### config.mk
export PLATFORM = sky130hd
export DESIGN_NAME = pcx_rle_line_decoder
export DESIGN_NICKNAME = d
export VERILOG_FILES = /design/src/rtl/plr_pkg.sv /design/src/rtl/pcx_rle_line_decoder.sv /design/src/rtl/plr_front.sv /design/src/rtl/plr_cmd_fifo.sv /design/src/rtl/plr_back.sv
export SDC_FILE = /design/constraint.sdc
export NUM_CORES = 1
export LEC_CHECK = 0
export BUFFER_PORTS_ARGS = -buffer_cell sky130_fd_sc_hd__buf_2
export CAP_MARGIN = 0
export CELL_PAD_IN_SITES_DETAIL_PLACEMENT = 1
export CELL_PAD_IN_SITES_GLOBAL_PLACEMENT = 1
export CORE_UTILIZATION = 53
export DETAILED_ROUTE_END_ITERATION = 10
export GPL_ROUTABILITY_DRIVEN = 0
export GPL_TIMING_DRIVEN = 0
export PLACE_DENSITY = 0.9
export SETUP_SLACK_MARGIN = 0.3
export SKIP_LAST_GASP = 1
export SYNTH_ARGS = -nofsm -noshare
export SYNTH_HDL_FRONTEND = slang
export SYNTH_SLANG_ARGS = --single-unit
### constraint.sdc
create_clock -name i_clk -period 16.9 [get_ports i_clk]
set_clock_uncertainty 0.05 [all_clocks]
set_input_delay 0.845 -clock i_clk [delete_from_list [all_inputs] [get_ports i_clk]]
set_output_delay 0.845 -clock i_clk [all_outputs]
set_load 0.02 [all_outputs]
### src/rtl/plr_pkg.sv
// Package for the PCX RLE line decoder: shared constants, error codes and the
// command type passed from the front end to the expander. No dependencies.
`default_nettype none
package plr_pkg;

    localparam int DIM_BITS_DEF = 15;
    localparam int CMD_DEPTH    = 4;
    localparam int PADDR_W      = 4;
    localparam int PDATA_W      = 32;
    localparam int RUN_LEN_W    = 6;

    localparam logic [1:0] RUN_MARK = 2'b11;

    localparam logic [1:0] REG_WIDTH  = 2'd0;
    localparam logic [1:0] REG_HEIGHT = 2'd1;
    localparam logic [1:0] REG_LINE   = 2'd2;

    localparam logic [1:0] ERR_NONE = 2'd0;
    localparam logic [1:0] ERR_CFG  = 2'd1;
    localparam logic [1:0] ERR_RUN  = 2'd2;

    typedef struct packed {
        logic [7:0]           pixel;
        logic [RUN_LEN_W-1:0] count;
        logic [1:0]           err;
        logic                 last_row;
    } t_cmd_ctl;

endpackage
`default_nettype wire

### src/rtl/pcx_rle_line_decoder.sv
// Top level of the 8-bpp PCX RLE line decoder: configuration registers and
// wiring of front end, command queue and run expander. Depends on plr_pkg.
//
// Usage: one compressed byte is taken per cycle while the command queue
// (four entries) has room; the expander then emits one result per cycle
// while its output register is empty or popped, so a run of n pixels
// gives n results, and input stalls once the queue fills. Run headers,
// zero-count runs and padding bytes produce no result. Registers sit at
// byte addresses 0 (width), 4 (height) and 8 (bytes per line); write them
// only while no transaction is in flight.
`default_nettype none
module pcx_rle_line_decoder #(
    parameter int DIM_BITS = plr_pkg::DIM_BITS_DEF
) (
    input  wire                         i_clk,
    input  wire                         i_rst_n,
    input  wire                         psel,
    input  wire                         penable,
    input  wire                         pwrite,
    input  wire  [plr_pkg::PADDR_W-1:0] paddr,
    input  wire  [plr_pkg::PDATA_W-1:0] pwdata,
    output logic [plr_pkg::PDATA_W-1:0] prdata,
    output logic                        pready,
    input  wire                         push,
    output logic                        full,
    input  wire  [7:0]                  i_data_byte,
    output logic                        empty,
    input  wire                         pop,
    output logic [7:0]                  o_pixel,
    output logic                        o_last_in_run,
    output logic                        o_row_end,
    output logic                        o_image_end,
    output logic [1:0]                  o_error_code
);

    localparam int CMD_W = $bits(plr_pkg::t_cmd_ctl) + DIM_BITS;

    logic [DIM_BITS-1:0] r_width, r_height, r_line_bytes;
    logic [1:0]          reg_idx;
    logic                cfg_wr;

    plr_pkg::t_cmd_ctl   wr_ctl, rd_ctl;
    logic [DIM_BITS-1:0] wr_col, rd_col;
    logic [CMD_W-1:0]    rd_data;
    logic                cmd_wr, cmd_rd, cmd_empty;

    assign reg_idx = paddr[3:2];
    assign cfg_wr  = psel && penable && pwrite && pready;
    assign pready  = 1'b1;

    always_comb begin
        case (reg_idx)
            plr_pkg::REG_WIDTH:  prdata = plr_pkg::PDATA_W'(r_width);
            plr_pkg::REG_HEIGHT: prdata = plr_pkg::PDATA_W'(r_height);
            plr_pkg::REG_LINE:   prdata = plr_pkg::PDATA_W'(r_line_bytes);
            default:             prdata = '0;
        endcase
    end

    always_ff @(posedge i_clk) begin
        if (!i_rst_n) begin
            r_width      <= DIM_BITS'(1);
            r_height     <= DIM_BITS'(1);
            r_line_bytes <= DIM_BITS'(1);
        end else if (cfg_wr) begin
            case (reg_idx)
                plr_pkg::REG_WIDTH:  r_width      <= pwdata[DIM_BITS-1:0];
                plr_pkg::REG_HEIGHT: r_height     <= pwdata[DIM_BITS-1:0];
                plr_pkg::REG_LINE:   r_line_bytes <= pwdata[DIM_BITS-1:0];
                default: begin
                end
            endcase
        end
    end

    plr_front #(.DIM_BITS(DIM_BITS)) u_front (
        .i_clk        (i_clk),
        .i_rst_n      (i_rst_n),
        .i_push       (push),
        .i_full       (full),
        .i_data_byte  (i_data_byte),
        .i_width      (r_width),
        .i_height     (r_height),
        .i_line_bytes (r_line_bytes),
        .o_cmd_wr     (cmd_wr),
        .o_cmd_ctl    (wr_ctl),
        .o_cmd_col    (wr_col)
    );

    plr_cmd_fifo #(.DATA_W(CMD_W), .DEPTH(plr_pkg::CMD_DEPTH)) u_cmd_fifo (
        .i_clk   (i_clk),
        .i_rst_n (i_rst_n),
        .i_wr    (cmd_wr),
        .i_wdata ({wr_ctl, wr_col}),
        .i_rd    (cmd_rd),
        .o_rdata (rd_data),
        .o_full  (full),
        .o_empty (cmd_empty)
    );

    assign rd_ctl = rd_data[CMD_W-1:DIM_BITS];
    assign rd_col = rd_data[DIM_BITS-1:0];

    plr_back #(.DIM_BITS(DIM_BITS)) u_back (
        .i_clk         (i_clk),
        .i_rst_n       (i_rst_n),
        .i_cmd_empty   (cmd_empty),
        .i_cmd_ctl     (rd_ctl),
        .i_cmd_col     (rd_col),
        .o_cmd_rd      (cmd_rd),
        .i_width       (r_width),
        .i_pop         (pop),
        .o_empty       (empty),
        .o_pixel       (o_pixel),
        .o_last_in_run (o_last_in_run),
        .o_row_end     (o_row_end),
        .o_image_end   (o_image_end),
        .o_error_code  (o_error_code)
    );

endmodule
`default_nettype wire

### src/rtl/plr_front.sv
// Front end: accepts compressed bytes, tracks run/column/row state and issues
// one command per pixel group or error. Depends on plr_pkg.
`default_nettype none
module plr_front #(
    parameter int DIM_BITS = plr_pkg::DIM_BITS_DEF
) (
    input  wire                  i_clk,
    input  wire                  i_rst_n,
    input  wire                  i_push,
    input  wire                  i_full,
    input  wire [7:0]            i_data_byte,
    input  wire [DIM_BITS-1:0]   i_width,
    input  wire [DIM_BITS-1:0]   i_height,
    input  wire [DIM_BITS-1:0]   i_line_bytes,
    output logic                 o_cmd_wr,
    output plr_pkg::t_cmd_ctl    o_cmd_ctl,
    output logic [DIM_BITS-1:0]  o_cmd_col
);

    logic                           r_run_pending, n_run_pending;
    logic [plr_pkg::RUN_LEN_W-1:0]  r_run_length,  n_run_length;
    logic [DIM_BITS-1:0]            r_column,      n_column;
    logic [DIM_BITS-1:0]            r_row,         n_row;
    logic                           r_finished,    n_finished;
    logic                           r_failed,      n_failed;

    logic                cfg_bad;
    logic [DIM_BITS:0]   run_sum;
    logic [DIM_BITS-1:0] col_adv;
    logic [DIM_BITS-1:0] row_inc;
    logic                do_adv;

    always_comb begin
        cfg_bad = (i_width == '0) || (i_height == '0) || (i_line_bytes == '0)
               || (i_line_bytes < i_width);
        run_sum = {1'b0, r_column} + {{(DIM_BITS + 1 - plr_pkg::RUN_LEN_W){1'b0}},
                                       r_run_length};
        row_inc = r_row + 1'b1;

        n_run_pending = r_run_pending;
        n_run_length  = r_run_length;
        n_column      = r_column;
        n_row         = r_row;
        n_finished    = r_finished;
        n_failed      = r_failed;
        do_adv        = 1'b0;
        col_adv       = r_column;

        o_cmd_wr           = 1'b0;
        o_cmd_col          = r_column;
        o_cmd_ctl.pixel    = i_data_byte;
        o_cmd_ctl.count    = plr_pkg::RUN_LEN_W'(1);
        o_cmd_ctl.err      = plr_pkg::ERR_NONE;
        o_cmd_ctl.last_row = ({1'b0, r_row} + 1'b1) == {1'b0, i_height};

        if (i_push && !i_full && !r_finished && !r_failed) begin
            if (cfg_bad) begin
                o_cmd_wr        = 1'b1;
                o_cmd_ctl.pixel = '0;
                o_cmd_ctl.err   = plr_pkg::ERR_CFG;
                n_failed        = 1'b1;
            end else if (r_run_pending) begin
                n_run_pending = 1'b0;
                n_run_length  = '0;
                if (run_sum > {1'b0, i_width}) begin
                    o_cmd_wr        = 1'b1;
                    o_cmd_ctl.pixel = '0;
                    o_cmd_ctl.err   = plr_pkg::ERR_RUN;
                    n_failed        = 1'b1;
                end else begin
                    o_cmd_wr        = (r_run_length != '0);
                    o_cmd_ctl.count = r_run_length;
                    col_adv         = run_sum[DIM_BITS-1:0];
                    do_adv          = 1'b1;
                end
            end else if (i_data_byte[7:6] == plr_pkg::RUN_MARK) begin
                n_run_pending = 1'b1;
                n_run_length  = i_data_byte[plr_pkg::RUN_LEN_W-1:0];
            end else begin
                o_cmd_wr = (r_column < i_width);
                col_adv  = r_column + 1'b1;
                do_adv   = 1'b1;
            end
        end

        if (do_adv) begin
            if (col_adv >= i_line_bytes) begin
                n_column = '0;
                n_row    = row_inc;
                if (row_inc >= i_height) begin
                    n_finished = 1'b1;
                end
            end else begin
                n_column = col_adv;
            end
        end
    end

    always_ff @(posedge i_clk) begin
        if (!i_rst_n) begin
            r_run_pending <= 1'b0;
            r_run_length  <= '0;
            r_column      <= '0;
            r_row         <= '0;
            r_finished    <= 1'b0;
            r_failed      <= 1'b0;
        end else begin
            r_run_pending <= n_run_pending;
            r_run_length  <= n_run_length;
            r_column      <= n_column;
            r_row         <= n_row;
            r_finished    <= n_finished;
            r_failed      <= n_failed;
        end
    end

endmodule
`default_nettype wire

### src/rtl/plr_cmd_fifo.sv
// Short command queue between the front end and the run expander.
// Depends on plr_pkg for nothing but is sized by its caller.
`default_nettype none
module plr_cmd_fifo #(
    parameter int DATA_W = 8,
    parameter int DEPTH  = 4
) (
    input  wire               i_clk,
    input  wire               i_rst_n,
    input  wire               i_wr,
    input  wire  [DATA_W-1:0] i_wdata,
    input  wire               i_rd,
    output logic [DATA_W-1:0] o_rdata,
    output logic              o_full,
    output logic              o_empty
);

    localparam int PTR_W = (DEPTH > 1) ? $clog2(DEPTH) : 1;
    localparam int CNT_W = $clog2(DEPTH + 1);

    logic [DATA_W-1:0] r_mem [DEPTH];
    logic [DATA_W-1:0] r_rdata;
    logic [PTR_W-1:0]  r_wptr, n_wptr;
    logic [PTR_W-1:0]  r_rptr, n_rptr;
    logic [CNT_W-1:0]  r_count, n_count;
    logic [CNT_W-1:0]  r_mcount, n_mcount;
    logic              r_valid, n_valid;
    logic              wr_en, rd_en, load;

    // r_count holds every entry, r_mcount only those still in r_mem; the head
    // entry sits in the registered output stage while r_valid is high
    always_comb begin
        o_full   = (r_count == CNT_W'(DEPTH));
        o_empty  = !r_valid;
        o_rdata  = r_rdata;
        wr_en    = i_wr && !o_full;
        rd_en    = i_rd && r_valid;
        load     = (r_mcount != '0) && (!r_valid || rd_en);
        n_wptr   = r_wptr;
        n_rptr   = r_rptr;
        n_valid  = r_valid;
        if (wr_en) begin
            n_wptr = (r_wptr == PTR_W'(DEPTH - 1)) ? '0 : r_wptr + 1'b1;
        end
        if (load) begin
            n_rptr  = (r_rptr == PTR_W'(DEPTH - 1)) ? '0 : r_rptr + 1'b1;
            n_valid = 1'b1;
        end else if (rd_en) begin
            n_valid = 1'b0;
        end
        n_count  = r_count + CNT_W'(wr_en) - CNT_W'(rd_en);
        n_mcount = r_mcount + CNT_W'(wr_en) - CNT_W'(load);
    end

    always_ff @(posedge i_clk) begin
        if (wr_en) begin
            r_mem[r_wptr] <= i_wdata;
        end
        if (load) begin
            r_rdata <= r_mem[r_rptr];
        end
    end

    always_ff @(posedge i_clk) begin
        if (!i_rst_n) begin
            r_wptr   <= '0;
            r_rptr   <= '0;
            r_count  <= '0;
            r_mcount <= '0;
            r_valid  <= 1'b0;
        end else begin
            r_wptr   <= n_wptr;
            r_rptr   <= n_rptr;
            r_count  <= n_count;
            r_mcount <= n_mcount;
            r_valid  <= n_valid;
        end
    end

endmodule
`default_nettype wire

### src/rtl/plr_back.sv
// Run expander: expands queued commands, one result per cycle unless the
// output register holds an unpopped result. Depends on plr_pkg.
`default_nettype none
module plr_back #(
    parameter int DIM_BITS = plr_pkg::DIM_BITS_DEF
) (
    input  wire                 i_clk,
    input  wire                 i_rst_n,
    input  wire                 i_cmd_empty,
    input  plr_pkg::t_cmd_ctl   i_cmd_ctl,
    input  wire  [DIM_BITS-1:0] i_cmd_col,
    output logic                o_cmd_rd,
    input  wire  [DIM_BITS-1:0] i_width,
    input  wire                 i_pop,
    output logic                o_empty,
    output logic [7:0]          o_pixel,
    output logic                o_last_in_run,
    output logic                o_row_end,
    output logic                o_image_end,
    output logic [1:0]          o_error_code
);

    logic [plr_pkg::RUN_LEN_W-1:0] r_idx, n_idx;
    logic                          r_valid;
    logic [7:0]                    r_pixel;
    logic                          r_last, r_rend, r_iend;
    logic [1:0]                    r_err;

    logic              advance;
    logic [DIM_BITS:0] col;
    logic              last, rend;

    always_comb begin
        advance  = !i_cmd_empty && (!r_valid || i_pop);
        col      = {1'b0, i_cmd_col}
                 + {{(DIM_BITS + 1 - plr_pkg::RUN_LEN_W){1'b0}}, r_idx};
        last     = (r_idx + 1'b1) == i_cmd_ctl.count;
        rend     = (i_cmd_ctl.err == plr_pkg::ERR_NONE)
                && ((col + 1'b1) == {1'b0, i_width});
        o_cmd_rd = advance && last;
        n_idx    = r_idx;
        if (advance) begin
            n_idx = last ? '0 : r_idx + 1'b1;
        end
    end

    always_ff @(posedge i_clk) begin
        if (!i_rst_n) begin
            r_idx   <= '0;
            r_valid <= 1'b0;
        end else begin
            r_idx <= n_idx;
            if (advance) begin
                r_valid <= 1'b1;
            end else if (i_pop) begin
                r_valid <= 1'b0;
            end
        end
    end

    always_ff @(posedge i_clk) begin
        if (advance) begin
            r_pixel <= i_cmd_ctl.pixel;
            r_last  <= last;
            r_rend  <= rend;
            r_iend  <= rend && i_cmd_ctl.last_row;
            r_err   <= i_cmd_ctl.err;
        end
    end

    assign o_empty       = !r_valid;
    assign o_pixel       = r_pixel;
    assign o_last_in_run = r_last;
    assign o_row_end     = r_rend;
    assign o_image_end   = r_iend;
    assign o_error_code  = r_err;

endmodule
`default_nettype wire
==> results of run 1 <==
cell families (layout without fill, tap and decap cells):
group	Yosys count	in the layout	synth area share, %
AND/OR/NAND/NOR	429	429	14.7
flip-flops	275	275	49.7
AO/OA/AOI/OAI	261	261	11.4
buffers and inverters	150	267	4.50
adder cells (fa/ha/maj)	101	101	8.89
XOR/XNOR	73	73	4.39
multiplexers	52	52	6.33
other	2	18	0.0516
sequential cells by signal, summed over array words and instances (netlist names), 2 cells and up:
signal                flops
u_cmd_fifo.r_mem        128
r_line_bytes             15
u_back.o_pixel            8
u_cmd_fifo.r_mcount       3
r_height                 15
u_front.r_row            15
u_back.r_idx              6
u_cmd_fifo.o_rdata       32
u_cmd_fifo.r_rptr         2
r_width                  15
u_cmd_fifo.r_wptr         2
u_front.o_cmd_col        15
u_cmd_fifo.r_count        3
u_front.r_run_length      6
u_back.o_error_code       2
worst min path at each step:
| stage | from | end | slack, ps | cells after the start |
|---|---|---|---|---|
| 2_1_floorplan | u_cmd_fifo.o_rdata[24]$_DFFE_PP_ | u_back.o_pixel[0]$_DFFE_PP_ | 350 | 0 |
| 3_3_place_gp | u_cmd_fifo.o_rdata[27]$_DFFE_PP_ | u_back.o_pixel[3]$_DFFE_PP_ | 350 | 0 |
| 3_5_place_dp | u_cmd_fifo.o_rdata[31]$_DFFE_PP_ | u_back.o_pixel[7]$_DFFE_PP_ | 360 | 0 |
| 4_1_cts | u_cmd_fifo.o_rdata[24]$_DFFE_PP_ | u_back.o_pixel[0]$_DFFE_PP_ | 380 | 0 |
| 5_1_grt | u_cmd_fifo.o_rdata[30]$_DFFE_PP_ | u_back.o_pixel[6]$_DFFE_PP_ | 380 | 0 |
| 6_report | u_cmd_fifo.o_rdata[31]$_DFFE_PP_ | u_back.o_pixel[7]$_DFFE_PP_ | 370 | 0 |
per-stage QoR:
step | total power [W] | util, % | hold slack, ps | worst slack [ps]
finish | 0.00250 | 60.8 | 371 | 9210
global route | 0.00258 | 60.8 | 380 | 9050
detailed placement | 0.00178 | 57.1 | 356 | 9640
floorplan | 0.00150 | - | 350 | 11050
global placement | 0.00169 | 56.9 | 352 | 9940
CTS | 0.00247 | 60.8 | 377 | 9380
per-layer routing:
metal  vias to the layer above  track usage [%]  wire (um)
li1                       5111                -          -
met1                      5970             45.3      19000
met2                       862             58.8      23400
met3                       277             8.56       5290
met4                         2             22.8       3480
met5                         -                0         12
power by group:
part	leakage [nW]	internal, W	switching [W]
Combinational	3.32	0.000310	0.000536
Clock	0.483	0.000381	0.000291
Sequential	2.49	0.000891	0.0000915
cell type report:
cell class,count,area [um^2],area share [%]
Inverter,72,270,1.65
Sequential cell,275,7240,44.2
Tap cell,341,427,2.60
Multi-Input combinational cell,934,6740,41.1
Clock buffer,42,846,5.16
Timing Repair Buffer,61,328,2.00
Buffer,78,385,2.35
Clock inverter,14,154,0.939
cells in the final DEF (no fill, tap or decap), types with 18 or more instances in the layout:
cell | netlist | final
sky130_fd_sc_hd__nand4_1 | 22 | 22
sky130_fd_sc_hd__inv_1 | 72 | 72
sky130_fd_sc_hd__clkbuf_1 | 49 | 56
sky130_fd_sc_hd__xor2_1 | 31 | 31
sky130_fd_sc_hd__xnor2_1 | 42 | 42
sky130_fd_sc_hd__clkbuf_16 | 0 | 30
sky130_fd_sc_hd__buf_4 | 18 | 18
sky130_fd_sc_hd__nand3_1 | 35 | 35
sky130_fd_sc_hd__ha_1 | 97 | 97
sky130_fd_sc_hd__buf_2 | 4 | 64
sky130_fd_sc_hd__edfxtp_1 | 173 | 173
sky130_fd_sc_hd__mux4_2 | 32 | 32
sky130_fd_sc_hd__nand2_1 | 167 | 167
sky130_fd_sc_hd__o21ai_0 | 51 | 51
sky130_fd_sc_hd__nor2_1 | 59 | 59
sky130_fd_sc_hd__a21oi_1 | 105 | 104
sky130_fd_sc_hd__mux2i_1 | 20 | 20
sky130_fd_sc_hd__and3_1 | 23 | 23
sky130_fd_sc_hd__dfxtp_1 | 102 | 102
sky130_fd_sc_hd__nor2b_1 | 22 | 22
sky130_fd_sc_hd__conb_1 | 2 | 18
worst max-delay path, delay by kind of cell (launching register included):
family	cells	cell delay [ps]
AOI/OAI and AO/OA	9	2140
buffers and inverters	2	390
DFF	1	670
and+or+nand+nor	11	2960
xor gates and xnor gates	1	170
adders and majority gates	4	1200
==> results.toml, run 1 <==
[setup_path]
setup.reg_to_reg.worst_slack_ps = 9210
critPathMaxFanout = 13
r2r_path_end = "u_front.r_row[14]$_SDFFE_PN0P_"
worst_ep_required_time_ps = 17340
crit_path_end_kind = "register"
worst_r2r_startpoint = "u_front.o_cmd_col[0]$_SDFFE_PN0P_"
timing.critical_path.slowest_stage_cell = "sky130_fd_sc_hd__dfxtp_1"
timing.critical_path.from_type = "register"
worstSetupEndpoint = "u_front.r_row[14]$_SDFFE_PN0P_"
crit_type = "register to register"
timing.critical_path.arrival_ps = 8120
max_stage_delay_ps = 670
crit_path_start = "u_front.o_cmd_col[0]$_SDFFE_PN0P_"
rr_worst_depth = 27

[synth]
yosysWarningCount = 0
synth.largest_area_cell = "sky130_fd_sc_hd__edfxtp_1"
synth.most_common_cell = "sky130_fd_sc_hd__edfxtp_1"
synth-async-reset-ratio_pct = 0
synth.cell_area_um2 = 14600
synth_enable_flop_cells = 173
ys_dominant_reg_cell = "sky130_fd_sc_hd__edfxtp_1"
synth_area_per_cell_um2 = 10.8
yosys.area.top_type_share_pct = 35.7
synth.ff_latch_count = 275
synth.lib_cells_used.distinct = 78
yosys-top-cells-area = "sky130_fd_sc_hd__edfxtp_1 36%, sky130_fd_sc_hd__dfxtp_1 14%, sky130_fd_sc_hd__ha_1 8.3%"
synth.top_cells.by_count = "173 x sky130_fd_sc_hd__edfxtp_1, 167 x sky130_fd_sc_hd__nand2_1, 105 x sky130_fd_sc_hd__a21oi_1"
syn-instance-count = 1343
seq_area_frac_synth_pct = 49.7

[floorplanning]
core_area_um2 = 27000
design.portCount = 99
die-height_um = 168
initial_core_util_pct = 54.0
placementRows = 60
die_w_um = 168
die_area_um2 = 28100

[grt]
via_count_of_the_first_global_routing_pass = 12700
grt_pass1_wl_mm = 77.5
grt.total_usage_pct = 36.8
antenna_found_initial = 2
sum_of_overflow_across_all_layers_after_global_routing = 0
largest_net_degree_at_the_start_of_global_routing = 33

[drt]
viasPerCell = 6.73
drt_pass1_iterations = 5
total_vias_in_the_final_route = 12200
drcViolationCount = 0
detailedRoute.firstIterationViolations = 1508
drt_wl_total_mm = 51.2
wire_per_inst_um = 28.2
drtAntennaViolNets = 0

[cells_and_area]
antennaDiodeCount = 0
final_design_area_no_fill_um2 = 16400
final-instance-count-excl-fill = 1817
fill_cells = 2852
post_route_cells_drive_above_1_share_pct = 12.9
nets = 1604
area_growth_pct = 12.6

[sta]
finalCriticalPeriod_ps = 7690
max_clock_freq_mhz = 130
final.setup.tns_ps = 0
fin_crit_sh_pct = 45.5
setup-violations-final = 0
worst_max_slew_pin_slew_ps = 1270
final_report_hold_violation_count = 0
drv_slew = 0
grt_setup_unrepaired = "no"
maxSlewHeadroom_pct = 15.0

[power]
p_leak_nw = 6.30
worst_ir_drop_vdd_v = 0.000101
pwr_per_cell_area_nw_per_um2 = 153

[clocking]
ctsResizeCount = 0
numCtsBuffers = 30
cts_root_buf = "sky130_fd_sc_hd__clkbuf_16"
clkLatencyLatePin_ps = 590
clock_path_buffers = 3
cts_tree = "yes"
cts_num_sinks = 275
clock_tree.htree_level_count = 1
cts.clk_slew.worst_paths_ps = 70
cts_post_setup_buffers_inserted = 0
cts_hold_buffers = 0

[place]
placed_cells_incl_taps = 1761
port_buffers = 60
dp_hpwl_mm = 34.7
place_area_um2 = 15400

[run]
max_capacitance_violation_count = 0

[outcome]
run_status = "complete, no violations"

[worst_hold_path]
hold_path.class = "register to register"
(Power assumes the default switching activity.)
==> run 2: changes to the inputs <==
--- a/config.mk
+++ b/config.mk
@@ -9,11 +9,11 @@
 export CAP_MARGIN = 0
 export CELL_PAD_IN_SITES_DETAIL_PLACEMENT = 1
 export CELL_PAD_IN_SITES_GLOBAL_PLACEMENT = 1
-export CORE_UTILIZATION = 53
+export CORE_UTILIZATION = 44
 export DETAILED_ROUTE_END_ITERATION = 10
 export GPL_ROUTABILITY_DRIVEN = 0
 export GPL_TIMING_DRIVEN = 0
-export PLACE_DENSITY = 0.9
+export PLACE_DENSITY = 0.8
 export SETUP_SLACK_MARGIN = 0.3
 export SKIP_LAST_GASP = 1
 export SYNTH_ARGS = -nofsm -noshare
==> constraint.sdc (replaced) <==
create_clock -name i_clk -period 6.55 [get_ports i_clk]
set_clock_uncertainty 0.05 [all_clocks]
set_input_delay 0.3275 -clock i_clk [delete_from_list [all_inputs] [get_ports i_clk]]
set_output_delay 0.3275 -clock i_clk [all_outputs]
set_load 0.02 [all_outputs]
==> run 2 against run 1 <==
Against the previous run:
- sequential share of layout area down 1.9 points
- non-clock buffer count increased by 45
- clock-buffer cell count shrank 8
- critical path depth grew 3
- critical path type unchanged
- critical endpoint is now u_front.o_cmd_col[10]$_SDFFE_PN0P_
==> results.toml, run 2 (same netlist as run 1, synthesis figures left out) <==
[drt]
drtAntennaViolNets = 0
drt_wl_total_mm = 46.4
drt_pass1_iterations = 6
wire_per_inst_um = 23.7
drcViolationCount = 0
detailedRoute.firstIterationViolations = 972
total_vias_in_the_final_route = 11500
viasPerCell = 5.88

[grt]
antenna_found_initial = 0
grt_pass1_wl_mm = 69.0
via_count_of_the_first_global_routing_pass = 11500
largest_net_degree_at_the_start_of_global_routing = 33
grt.total_usage_pct = 27.1
sum_of_overflow_across_all_layers_after_global_routing = 0

[floorplanning]
die_area_um2 = 33800
initial_core_util_pct = 44.7
die_w_um = 184
die-height_um = 184
placementRows = 66
core_area_um2 = 32500
design.portCount = 99

[power]
switching_fraction_of_total_power_pct = 34.7
clock_power_share_pct = 26.1
p_comb_share_pct = 36.6
worst_ir_drop_vdd_v = 0.000238
p_int_w = 0.00436
pwr_per_cell_area_nw_per_um2 = 388
power_frac_seq_pct = 37.4
p_leak_nw = 6.63
power.switching_w = 0.00231

[clocking]
numCtsBuffers = 29
clock_tree.htree_level_count = 1
cts_root_buf = "sky130_fd_sc_hd__clkbuf_16"
cts_tree = "yes"
clkLatencyLatePin_ps = 570
cts_num_sinks = 275
clock_path_buffers = 3
cts.clk_slew.worst_paths_ps = 70

[setup_path]
max_stage_delay_ps = 560
critical_path_s_most_frequent_cell = "sky130_fd_sc_hd__buf_6"
setup.reg_to_reg.worst_slack_ps = 450
timing.critical_path.slowest_stage_cell = "sky130_fd_sc_hd__or4b_1"
worst_ep_required_time_ps = 6990
crit_path_end_kind = "register"
crit_type = "register to register"
timing.critical_path.arrival_ps = 6550
critPathMaxFanout = 7
timing.critical_path.from_type = "register"

[cells_and_area]
nets = 1648
mostFrequentLayoutCell = "sky130_fd_sc_hd__edfxtp_1"
area_growth_pct = 18.0
max_flop_register = "u_cmd_fifo.r_mem"
antennaDiodeCount = 0
final-instance-count-excl-fill = 1961
post_route_cells_drive_above_1_share_pct = 18.1
largest_reg_flops = 128
top_library_cells_by_usage_in_the_layout_fill_and_taps_aside = "173 x sky130_fd_sc_hd__edfxtp_1, 164 x sky130_fd_sc_hd__nand2_1, 100 x sky130_fd_sc_hd__a21oi_1, 94 x sky130_fd_sc_hd__ha_1, 90 x sky130_fd_sc_hd__dfxtp_1"

[sta]
setup-violations-final = 0
final.hold.worst_slack_ps = 19.0
fin_crit_sh_pct = 93.2
maxSlewHeadroom_pct = 30.3
drv_slew = 0
worst_max_slew_pin_slew_ps = 1050
grt_setup_unrepaired = "no"
final_report_hold_violation_count = 0
max_clock_freq_mhz = 164
finalCriticalPeriod_ps = 6100
final.setup.tns_ps = 0

[place]
port_buffers = 60
placed_cells_incl_taps = 1862
dp_hpwl_mm = 32.8

[worst_hold_path]
hold_path.class = "primary input to register"

[outcome]
run_status = "complete, no violations"

[run]
max_capacitance_violation_count = 0
## run 2: changes by cell type in the layout (fill, tap and decap cells not counted), sizes merged
cell,before,now
clkinv,9,8
inv,73,78
bufinv,2,4
clkbuf,92,83
buf,89,123
dlygate4sd3,0,12
## run 2: critical path, delay by kind of cell, from the launching register on
family	cells	cell delay, ps
XOR/XNOR	2	280
AO/OA/AOI/OAI	11	1830
flip-flops	1	370
buffers and inverters	5	690
AND/OR/NAND/NOR	8	1750
adder cells (fa/ha/maj)	4	1050
## run 2: stage by stage
stage / area (um^2) / power, W / utilization [%] / setup slack (ps)
3_5_place_dp: 15500 / 0.00455 / 47.7 / -604
6_report: 17200 / 0.00667 / 52.8 / 446
3_3_place_gp: 15500 / 0.00441 / 47.6 / -497
2_1_floorplan: 14600 / 0.00387 / - / 700
5_1_grt: 17200 / 0.00694 / 52.8 / 167
4_1_cts: 16800 / 0.00643 / 51.6 / 299
## run 2: cell type report
class,instances,area [um^2]
sequential,275,7260
fill,3556,15400
timing repair buffer,106,709
multi-input combinational,934,6960
tap,442,553
clock inverter,20,235
buffer,78,420
clock buffer,34,776
inverter,72,270
## run 2: routing by layer
metal | GRT usage (%) | up-vias | part of all wire, %
li1 | - | 5208 | -
met1 | 36.1 | 5754 | 42
met2 | 44.7 | 454 | 48
met3 | 3.86 | 110 | 6.5
met4 | 10.3 | 0 | 4.0
met5 | 0 | - | 0
## run 2: worst paths after layout
check                                        to  depth (start not counted)                         startpoint
max          u_front.o_cmd_col[10]$_SDFFE_PN0P_                         30  u_front.o_cmd_col[0]$_SDFFE_PN0P_
min                    r_height[8]$_SDFFE_PN0P_                          3                          pwdata[8]
max reg2reg  u_front.o_cmd_col[10]$_SDFFE_PN0P_                         30  u_front.o_cmd_col[0]$_SDFFE_PN0P_
min reg2reg         u_back.o_pixel[4]$_DFFE_PP_                          0   u_cmd_fifo.o_rdata[28]$_DFFE_PP_
## run 2: what timing repair did
| action | in CTS | in global routing |
|---|---|---|
| endpoints found under the setup margin | 31 | 31 |
| buffers inserted | 8 | 24 |
| hold buffers | 12 | 0 |
| gates resized for setup | 32 | 59 |
| pin swaps | 8 | 23 |
| cloned | 0 | 1 |
| hold endpoints to repair | 24 | 0 |
## run 2: power by group through the flow
stage               Combinational [W]  Sequential (W)  Clock, W
floorplan                     0.00138         0.00248         0
global placement              0.00190         0.00251         0
detailed placement            0.00202         0.00253         0
CTS                           0.00218         0.00250   0.00175
global route                  0.00261         0.00252   0.00181
finish                        0.00244         0.00249   0.00174
